### config.mk
export PLATFORM = sky130hd
export DESIGN_NAME = spso_ctrl
export DESIGN_NICKNAME = d
export VERILOG_FILES = /design/src/hdl/spso_pkg.sv /design/src/hdl/spso_ctrl.sv
export SDC_FILE = /design/constraint.sdc
export NUM_CORES = 1
export LEC_CHECK = 0
export BUFFER_PORTS_ARGS = -buffer_cell sky130_fd_sc_hd__buf_2
export CAP_MARGIN = 20
export CORE_ASPECT_RATIO = 1.2
export CORE_UTILIZATION = 30
export DETAILED_ROUTE_END_ITERATION = 8
export PLACE_DENSITY = 0.54
export REMOVE_ABC_BUFFERS = 1
export SYNTH_ARGS = -nofsm -noshare
export SYNTH_HDL_FRONTEND = slang
export SYNTH_SLANG_ARGS = --single-unit
### constraint.sdc
create_clock -name clk -period 1.8 [get_ports clk]
set_clock_uncertainty 0.2 [all_clocks]
set_input_delay 0.36 -clock clk [delete_from_list [all_inputs] [get_ports clk]]
set_output_delay 0.36 -clock clk [all_outputs]
set_load 0.02 [all_outputs]
### src/hdl/spso_pkg.sv
package spso_pkg;

  localparam int TOPPLE_AT = 4;

  typedef enum logic [1:0] {
    F_CLEAR = 2'd0,
    F_ADD   = 2'd1,
    F_READ  = 2'd2,
    F_NONE  = 2'd3
  } func_t;

  typedef enum logic [1:0] {
    NB_UP    = 2'd0,
    NB_DOWN  = 2'd1,
    NB_LEFT  = 2'd2,
    NB_RIGHT = 2'd3
  } nb_dir_t;

  typedef enum logic [3:0] {
    OP_NONE,
    OP_LATCH_IN,
    OP_SWEEP,
    OP_CORE,
    OP_RD_IN,
    OP_ADD_WR,
    OP_Q_RD,
    OP_CUR_RD,
    OP_TOP_CHK,
    OP_NB_RD,
    OP_NB_WR,
    OP_RD_LATCH,
    OP_LOAD_OUT
  } dp_op_t;

  typedef enum logic [3:0] {
    ST_INIT,
    ST_IDLE,
    ST_SWEEP,
    ST_CORE,
    ST_ADD_RD,
    ST_ADD_WR,
    ST_Q_RD,
    ST_CUR_RD,
    ST_TOP_CHK,
    ST_NB_RD,
    ST_NB_WR,
    ST_RD_CELL,
    ST_RD_WAIT,
    ST_RESP
  } ctrl_state_t;

  typedef struct packed {
    logic        mark;
    logic [31:0] od;
    logic [31:0] h;
  } cell_t;

  typedef struct packed {
    logic [1:0]  func;
    logic [5:0]  cell_row;
    logic [5:0]  cell_col;
    logic [15:0] grain_count;
    logic [1:0]  core_a;
    logic [1:0]  core_b;
    logic [1:0]  core_d;
    logic [1:0]  core_c;
  } in_word_t;

  typedef struct packed {
    logic [31:0] cell_height;
    logic [31:0] cell_topples;
    logic        border_error;
    logic        op_done;
  } out_word_t;

  typedef struct packed {
    func_t func;
    logic  in_grid;
    logic  err;
    logic  sweep_last;
    logic  core_last;
    logic  q_empty;
    logic  tzero;
    logic  border;
    logic  nb_last;
    logic  out_free;
  } dp_status_t;

endpackage

### src/hdl/spso_ctrl.sv
module spso_ctrl (
  input  logic                 clk,
  input  logic                 rst_n,
  input  logic                 in_valid,
  output logic                 in_ready,
  input  spso_pkg::dp_status_t st,
  output spso_pkg::dp_op_t     op
);
  import spso_pkg::*;

  ctrl_state_t state_r, state_nxt;

  always_ff @(posedge clk) begin
    if (!rst_n) begin
      state_r <= ST_INIT;
    end else begin
      state_r <= state_nxt;
    end
  end

  always_comb begin
    state_nxt = state_r;
    op        = OP_NONE;
    in_ready  = 1'b0;
    unique case (state_r)
      ST_INIT: begin
        op = OP_SWEEP;
        if (st.sweep_last) state_nxt = ST_IDLE;
      end
      ST_IDLE: begin
        in_ready = 1'b1;
        if (in_valid) begin
          op = OP_LATCH_IN;
          unique case (st.func)
            F_CLEAR: state_nxt = ST_SWEEP;
            F_ADD:   state_nxt = (st.in_grid && !st.err) ? ST_ADD_RD : ST_RESP;
            F_READ:  state_nxt = st.in_grid ? ST_RD_CELL : ST_RESP;
            default: state_nxt = ST_RESP;
          endcase
        end
      end
      ST_SWEEP: begin
        op = OP_SWEEP;
        if (st.sweep_last) state_nxt = ST_CORE;
      end
      ST_CORE: begin
        op = OP_CORE;
        if (st.core_last) state_nxt = ST_RESP;
      end
      ST_ADD_RD: begin
        op        = OP_RD_IN;
        state_nxt = ST_ADD_WR;
      end
      ST_ADD_WR: begin
        op        = OP_ADD_WR;
        state_nxt = ST_Q_RD;
      end
      ST_Q_RD: begin
        if (st.q_empty) begin
          state_nxt = ST_RESP;
        end else begin
          op        = OP_Q_RD;
          state_nxt = ST_CUR_RD;
        end
      end
      ST_CUR_RD: begin
        op        = OP_CUR_RD;
        state_nxt = ST_TOP_CHK;
      end
      ST_TOP_CHK: begin
        op = OP_TOP_CHK;
        if (st.tzero) begin
          state_nxt = ST_Q_RD;
        end else if (st.border) begin
          state_nxt = ST_RESP;
        end else begin
          state_nxt = ST_NB_RD;
        end
      end
      ST_NB_RD: begin
        op        = OP_NB_RD;
        state_nxt = ST_NB_WR;
      end
      ST_NB_WR: begin
        op        = OP_NB_WR;
        state_nxt = st.nb_last ? ST_Q_RD : ST_NB_RD;
      end
      ST_RD_CELL: begin
        op        = OP_RD_IN;
        state_nxt = ST_RD_WAIT;
      end
      ST_RD_WAIT: begin
        op        = OP_RD_LATCH;
        state_nxt = ST_RESP;
      end
      ST_RESP: begin
        if (st.out_free) begin
          op        = OP_LOAD_OUT;
          state_nxt = ST_IDLE;
        end
      end
      default: state_nxt = ST_IDLE;
    endcase
  end

endmodule

==> results of run 1 <==
==> report_power, final <==
| group | leakage [nW] | switching (mW) | total, mW | internal [mW] |
|---|---|---|---|---|
| registers | 0.0355 | 0.0134 | 0.106 | 0.0922 |
| clock network | 0.0138 | 0.0427 | 0.118 | 0.0750 |
| logic | 0.280 | 0.0960 | 0.200 | 0.104 |
==> worst paths after layout <==
| kind | to | depth (start not counted) | slack (ns) | from |
|---|---|---|---|---|
| worst max-delay path | op[2] | 5 | 0.01 | state_r[1]$_SDFFE_PN0P_ |
| worst min-delay path | state_r[0]$_SDFFE_PN0P_ | 2 | 0.17 | rst_n |
| worst max register to register | state_r[3]$_SDFFE_PN0P_ | 6 | 0.10 | state_r[1]$_SDFFE_PN0P_ |
| worst min register to register | state_r[1]$_SDFFE_PN0P_ | 2 | 0.48 | state_r[2]$_SDFFE_PN0P_ |
==> synth_stat cells (2+ instances only) <==
master,n
buf_2,3
o311ai_1,2
nand2b_1,2
nor2_1,7
o21ai_1,5
dfxtp_1,4
a21oi_1,12
nor3_1,2
inv_1,5
mux2i_1,2
o21ai_0,2
nand3_1,3
nand2_1,8
clkbuf_1,2
o22ai_1,2
==> stage by stage <==
stage	setup WS [ns]	setup TNS, ns	utilization [%]	total power, mW	hold slack, ns
floorplan	-0.178	-0.389	-	0.198	0.290
global placement	0.0239	0	40.6	0.270	0.437
detailed placement	0.0483	0	40.6	0.269	0.435
CTS	0.00729	0	43.6	0.396	0.171
global route	-0.0406	-0.0776	49.8	0.452	0.193
finish	0.00985	0	49.8	0.423	0.170
==> final cells by class <==
type / instances / area, um2 / area share [%]
clock buffers: 3 / 22.5 / 2.79
inverters: 6 / 25.0 / 3.10
repair buffers: 29 / 225 / 27.9
multi-input cells: 64 / 418 / 51.7
well taps: 18 / 22.5 / 2.79
flip-flops and latches: 4 / 95.1 / 11.8
==> timing repair <==
action                                  CTS  global route
cloned                                    0             1
resized for setup                         8            17
pin swaps                                 0             5
endpoints found under the setup margin    5             4
buffers inserted                          1             2
hold buffers                              0             0
==> routing by layer <==
layer | part of all wire [%] | up-vias | GRT usage [%]
li1 | - | 351 | -
met1 | 47 | 313 | 22.0
met2 | 48 | 13 | 26.1
met3 | 3.6 | 2 | 2.79
met4 | 2.0 | 0 | 10.3
met5 | 0 | - | 0
==> worst register-to-register path: cells and delay by family (launching register included) <==
| kind | cells | cell delay, ns |
|---|---|---|
| multiplexers | 1 | 0.12 |
| buffers and inverters | 2 | 0.28 |
| AO/OA/AOI/OAI | 3 | 0.61 |
| flip-flops | 1 | 0.36 |
==> kinds of logic (layout without fill, tap and decap cells) <==
group,after synthesis,count (layout),synth area share [%]
XOR/XNOR,1,1,1.68
AND/OR/NAND/NOR,27,27,25.2
AO/OA/AOI/OAI,34,34,41.7
flip-flops,4,4,15.3
buffers and inverters,13,38,12.2
multiplexers,2,2,3.84
==> qor.csv, run 1 <==
metric,value,unit
outcome,"finished, violations left",
failing checks,design-rule violations,
design area,808,um2
"commonest non-fill, non-tap cell in the layout",buf_2,
Placed Cells incl. Taps,117,
Total GRT Usage,17.0,%
IO buf count,18,
Crit path top cell by count,buf_6,
Antenna Cells,0,
Iter 0 DRT Violations,14,
CP bufs+invs,2,
slowest CP cell,dfxtp_4,
family with the most delay on the worst path,flip-flops,
Clock Sinks,4,
Wirelength per Cell,12.5,um
crit end category,output pin,
pwr/cell area,523,nW/um2
layout cells sized above 1,41.5,%
Clock Tree Buf Depth,2,
max_cap viols,0,
CTS tree,done,
Routed Antenna Nets,0,
initial antenna violation count,0,
YS warnings,0,
synthesis-stage register bit count,4,
Worst-Skew Late Latency,0.24,ns
Post-Place Cell Area,658,um2
"critical path, cell by cell","buf_6, a21oi_2, a21oi_1, o22ai_2, buf_6",
first-pass GRT wire length,2.15,mm
DP HPWL,1.08,mm
Worst Hold Class,primary input to register,
top cell type's share of synthesized area,15.3,%
final slew viol count,0,
library cells used by synthesis,35,
register area share after synthesis,15.3,%
Synth area leader,dfxtp_1,
grt ovf,0,
Area Overhead vs Synth,54.9,%
headroom to the max-slew limit,81.4,%
row cnt,16,
root buffer cell,clkbuf_4,
Worst-Margin Slew,0.277,ns
initial core utilization,32.2,%
number of synthesized flops with an enable pin,0,
die area,1910,um2
Filler Cells Inserted,168,
number of global-route vias before repair,514,
Leak,0.329,nW
top_reg_cell synth,dfxtp_1,
total core area,1620,um2
RSZ-0062 raised after global routing,yes,
min Tclk post-route,1.79,ns
"Reg clk slew, reported paths",0.04,ns
DR vias,679,
pin count of the biggest net entering global routing,14,
CP Launch Type,register,
Post-Layout Cell Count,124,
H-tree depth,1,
Via density,5.48,
Syn Std Cell Area,522,um2
crit-path max cell delay,0.36,ns
CP Class,register to output pin,
max FFs per register,4,
die height,47.7,um
Critical Path AT,1.23,ns
Fmax,559,MHz
Max VDD drop,0.344,mV
Pre-antenna DRT Iters,6,
top post-synthesis cells by area,"dfxtp_1 (15%), a21oi_1 (12%), nand2_1 (5.8%), nor2_1 (5.0%), o21ai_1 (4.8%)",
Ports,19,
DIE WIDTH,40.1,um
setup violators final,0,
# DRC,1,
asr flop ratio synth,0,%
Worst EP required,1.24,ns
Nets,122,
worst-path fanout max,7,
DRT Wirelength,1.54,mm
CTS buffer count,3,
Largest Register,state_r,
Avg Inst Size Synth,6.44,um2
Final period util,99.5,%
Final Hold Viols,0,
RePlAce Congestion,0.720,
most frequent cells in the layout,"buf_2 (15), a21oi_1 (9), nand2_1 (8), buf_4 (8), nor2_1 (7)",
Largest regs,state_r: 4 flops,
Synth Instances,81,
(Power assumes the default switching activity.)
==> run 2, diff against run 1 <==
--- a/config.mk
+++ b/config.mk
@@ -10,7 +10,6 @@
 export CORE_ASPECT_RATIO = 1.2
 export CORE_UTILIZATION = 30
 export DETAILED_ROUTE_END_ITERATION = 8
-export PLACE_DENSITY = 0.54
 export REMOVE_ABC_BUFFERS = 1
 export SYNTH_ARGS = -nofsm -noshare
 export SYNTH_HDL_FRONTEND = slang
==> constraint.sdc (replaced) <==
create_clock -name clk -period 1.9 [get_ports clk]
set_clock_uncertainty 0.2 [all_clocks]
set_input_delay 0.38 -clock clk [delete_from_list [all_inputs] [get_ports clk]]
set_output_delay 0.38 -clock clk [all_outputs]
set_load 0.02 [all_outputs]
==> qor.csv, run 2 (same netlist as run 1, synthesis figures left out) <==
metric,value,unit
setup violators final,0,
"Reg clk slew, reported paths",0.04,ns
outcome,finished clean,
Leak,0.284,nW
Pre-antenna DRT Iters,4,
Max VDD drop,0.348,mV
max FFs per register,4,
row cnt,16,
Area Overhead vs Synth,30.5,%
RSZ-0062 raised after global routing,no,
most frequent cells in the layout,"buf_2 (18), a21oi_1 (12), nand2_1 (8)",
"commonest non-fill, non-tap cell in the layout",buf_2,
Largest regs,state_r: 4 flops,
grt ovf,0,
Final Hold Viols,0,
"worst slack, placed",0.148,ns
Largest Register,state_r,
Clock Sinks,4,
Nets,118,
Fmax,551,MHz
DRT Wirelength,1.44,mm
DR vias,653,
first-pass GRT wire length,2.08,mm
number of global-route vias before repair,494,
pwr/cell area,521,nW/um2
max_cap viols,0,
min Tclk post-route,1.82,ns
Sum Neg Setup Slack,0,ns
Iter 0 DRT Violations,13,
worst-path fanout max,12,
CTS buffer count,3,
die height,47.7,um
final slew viol count,0,
die area,1910,um2
IO buf count,18,
Clock Tree Buf Depth,2,
"critical path, cell by cell","nand2b_1, nor3_1, buf_2",
initial core utilization,32.2,%
headroom to the max-slew limit,81.9,%
Ports,19,
H-tree depth,1,
RePlAce Congestion,0.809,
Worst-Margin Slew,0.270,ns
Routed Antenna Nets,0,
Via density,5.44,
crit-path max cell delay,0.37,ns
Antenna Cells,0,
Worst EP required,1.32,ns
layout cells sized above 1,33.3,%
DP HPWL,1.09,mm
Final period util,95.5,%
CP Class,register to output pin,
CP Launch Type,register,
Total GRT Usage,16.4,%
CTS tree,done,
Setup WS post-layout,0.0848,ns
Worst Hold Class,primary input to register,
Critical Path AT,1.24,ns
root buffer cell,clkbuf_4,
Hold Crit Start,rst_n,
Fin Hold WS,0.194,ns
Power Total,0.355,mW
Wirelength per Cell,12.0,um
initial antenna violation count,0,
total core area,1620,um2
slowest CP cell,dfxtp_4,
utilization after layout,42.0,%
CP Launch Point,state_r[1]$_SDFFE_PN0P_,
DIE WIDTH,40.1,um
crit end category,output pin,
reg2reg start,state_r[1]$_SDFFE_PN0P_,
Worst-Skew Late Latency,0.24,ns
pin count of the biggest net entering global routing,14,
# DRC,0,
run 2: cell count changes in the layout (fill, tap and decap cells not counted), moves of 3 or more:
| cell | previous run | this run |
|---|---|---|
| buf_6 | 4 | 0 |
| a21oi_2 | 3 | 0 |
| buf_2 | 15 | 18 |
| a21oi_1 | 9 | 12 |
run 2: cell type report:
cell class / instances / area [um2]
multi-input combinational: 64 / 378
tap: 18 / 22.5
timing repair buffer: 25 / 143
inverter: 6 / 22.5
fill: 176 / 941
sequential: 4 / 92.6
clock buffer: 3 / 22.5
run 2: critical path, delay by kind of cell (launching register included):
kind | cells | cell delay [ns]
AND/OR/NAND/NOR | 2 | 0.41
flip-flops | 1 | 0.37
buffers and inverters | 1 | 0.21
run 2: final timing paths:
path,end,slack (ns),depth (start not counted)
worst max-delay path,in_ready,0.08,3
worst min-delay path,state_r[0]$_SDFFE_PN0P_,0.19,2
worst max register to register,state_r[2]$_SDFFE_PN0P_,0.33,5
worst min register to register,state_r[3]$_SDFFE_PN0P_,0.43,2
run 2: through the flow:
step / cells / cell area, um2
6_report: 120 / 681
5_1_grt: 120 / 681
4_1_cts: 120 / 673
3_5_place_dp: 117 / 646
3_3_place_gp: 117 / 646
2_1_floorplan: 74 / 480
run 2: report_power, final:
group	total (mW)	switching (mW)	internal [mW]	leakage [nW]
clock	0.109	0.0384	0.0709	0.0138
combinational	0.142	0.0757	0.0664	0.235
sequential	0.103	0.0151	0.0884	0.0352
total	0.355	0.129	0.226	0.284
run 2: routing by layer:
metal	vias up	GRT usage, %	part of all wire [%]
met5	-	0	0
met4	0	10.3	1.6
met3	2	1.40	3.5
met2	13	27.7	49
met1	298	19.7	46
li1	340	-	-
run 2: repair_timing:
action | CTS | global route
resized for setup | 4 | 3
endpoints found under the setup margin | 5 | 2
buffers inserted | 0 | 0
hold buffers | 0 | 0
endpoints found under the hold margin | 0 | 0
==> run 3, diff against run 2 <==
--- a/config.mk
+++ b/config.mk
@@ -7,9 +7,9 @@
 export LEC_CHECK = 0
 export BUFFER_PORTS_ARGS = -buffer_cell sky130_fd_sc_hd__buf_2
 export CAP_MARGIN = 20
-export CORE_ASPECT_RATIO = 1.2
-export CORE_UTILIZATION = 30
+export CORE_UTILIZATION = 40
 export DETAILED_ROUTE_END_ITERATION = 8
+export PLACE_DENSITY = 0.67
 export REMOVE_ABC_BUFFERS = 1
 export SYNTH_ARGS = -nofsm -noshare
 export SYNTH_HDL_FRONTEND = slang
==> constraint.sdc (replaced) <==
create_clock -name clk -period 1.7 [get_ports clk]
set_clock_uncertainty 0.2 [all_clocks]
set_input_delay 0.34 -clock clk [delete_from_list [all_inputs] [get_ports clk]]
set_output_delay 0.34 -clock clk [all_outputs]
set_load 0.02 [all_outputs]
==> qor.csv, run 3 (same netlist as run 1, synthesis figures left out) <==
metric,value,unit
outcome,"finished, violations left",
failing checks,negative setup slack,
Iter 0 DRT Violations,12,
pin count of the biggest net entering global routing,10,
CP Class,register to output pin,
DIE WIDTH,38.1,um
Wirelength per Cell,13.2,um
Largest Register,state_r,
Worst Hold Class,primary input to register,
Leak,0.331,nW
number of global-route vias before repair,553,
min Tclk post-route,1.76,ns
Fmax,567,MHz
initial antenna violation count,0,
RePlAce Congestion,0.782,
R2R Path End,state_r[1]$_SDFFE_PN0P_,
RSZ-0062 raised after global routing,yes,
Worst-Margin Slew,0.282,ns
max FFs per register,4,
initial core utilization,45.1,%
die area,1450,um2
Post-Place Cell Area,656,um2
DRT Wirelength,1.61,mm
utilization after layout,68.7,%
# DRC,0,
H-tree depth,1,
crit end category,output pin,
most frequent cells in the layout,"buf_2 (13), buf_4 (13), a21oi_1 (9)",
Placed Cells incl. Taps,115,
Fin Hold WS,0.166,ns
CP Launch Type,register,
design area,795,um2
reg2reg start,state_r[0]$_SDFFE_PN0P_,
Hold Crit Start,rst_n,
Via density,5.64,
hold buffers post-CTS,0,
root buffer cell,clkbuf_4,
R2R cell count,6,
Post-Layout Cell Count,122,
"Reg clk slew, reported paths",0.04,ns
Antenna Cells,0,
CTS buffer count,3,
WHS Path Cells,2,
pwr/cell area,560,nW/um2
crit-path max cell delay,0.37,ns
Nets,124,
Clock Sinks,4,
grt ovf,0,
DP HPWL,1.06,mm
Area Overhead vs Synth,52.3,%
CTS tree,done,
Total GRT Usage,23.0,%
"critical path, cell by cell","buf_6, a21oi_2, a21oi_1, o22ai_1, buf_4",
DR vias,688,
Setup WS post-layout,-0.0624,ns
layout cells sized above 1,44.4,%
GR Util met1,27.9,%
Pre-antenna DRT Iters,5,
total core area,1160,um2
Final Hold Viols,0,
Worst EP required,1.16,ns
setup violators final,4,
Critical Path AT,1.22,ns
final slew viol count,0,
Clock Tree Buf Depth,2,
slowest CP cell,dfxtp_4,
Routed Antenna Nets,0,
worst-path fanout max,8,
worst reg2reg setup slack,0.08,ns
die height,38.1,um
headroom to the max-slew limit,81.1,%
Top Usage Layer GRT,met2,
Max VDD drop,0.458,mV
Power Total,0.445,mW
Final period util,104,%
met2 Resource Use GR,42.8,%
Ports,19,
max_cap viols,0,
CP Launch Point,state_r[1]$_SDFFE_PN0P_,
Largest regs,state_r: 4 flops,
family with the most delay on the worst path,flip-flops,
met3 Use GR,1.74,%
row cnt,12,
first-pass GRT wire length,2.36,mm
IO buf count,18,
Hold Path Sink,state_r[0]$_SDFFE_PN0P_,
Worst-Skew Late Latency,0.23,ns
CP bufs+invs,2,
## run 3: worst reg2reg max path: cells and delay by family (launching register included)
family                 cells  cell delay [ns]
flip-flops                 1             0.36
AND/OR/NAND/NOR            1             0.34
buffers and inverters      1             0.12
AO/OA/AOI/OAI              4             0.54
## run 3: power breakdown
group	switching, mW	internal (mW)	total (mW)	leakage, nW
clock	0.0407	0.0791	0.120	0.0138
sequential	0.0121	0.0986	0.111	0.0352
combinational	0.107	0.107	0.214	0.282
## run 3: per-stage QoR
step	setup TNS [ns]	setup slack, ns
2_1_floorplan	-0.807	-0.278
3_3_place_gp	-0.0165	-0.0165
3_5_place_dp	0	0.0317
4_1_cts	-0.0852	-0.0435
5_1_grt	-0.398	-0.151
6_report	-0.136	-0.0624
## run 3: cell type report
cell class	count	area [um2]
Inverter	6	22.5
Multi-Input combinational cell	64	417
Fill cell	98	362
Tap cell	14	17.5
Clock buffer	3	22.5
Timing Repair Buffer	31	223
Sequential cell	4	92.6
## run 3: worst max-delay path by stage
stage / end / slack [ns] / depth (start not counted)
2_1_floorplan: state_r[3]$_SDFFE_PN0P_ / -0.28 / 5
3_3_place_gp: state_r[1]$_SDFFE_PN0P_ / -0.02 / 5
3_5_place_dp: state_r[1]$_SDFFE_PN0P_ / 0.03 / 5
4_1_cts: op[0] / -0.04 / 4
5_1_grt: op[2] / -0.15 / 4
6_report: op[2] / -0.06 / 5
## run 3: what timing repair did
item / 4_1_cts / 5_1_grt
pin swaps: 4 / 6
gates cloned: 0 / 0
buffers inserted: 2 / 2
setup endpoints to repair: 5 / 6
resized for setup: 17 / 10
## run 3: per-layer routing
layer	part of all wire [%]	vias up
li1	-	352
met1	47	314
met2	50	20
met3	2.9	2
met4	0.62	0
met5	0	-
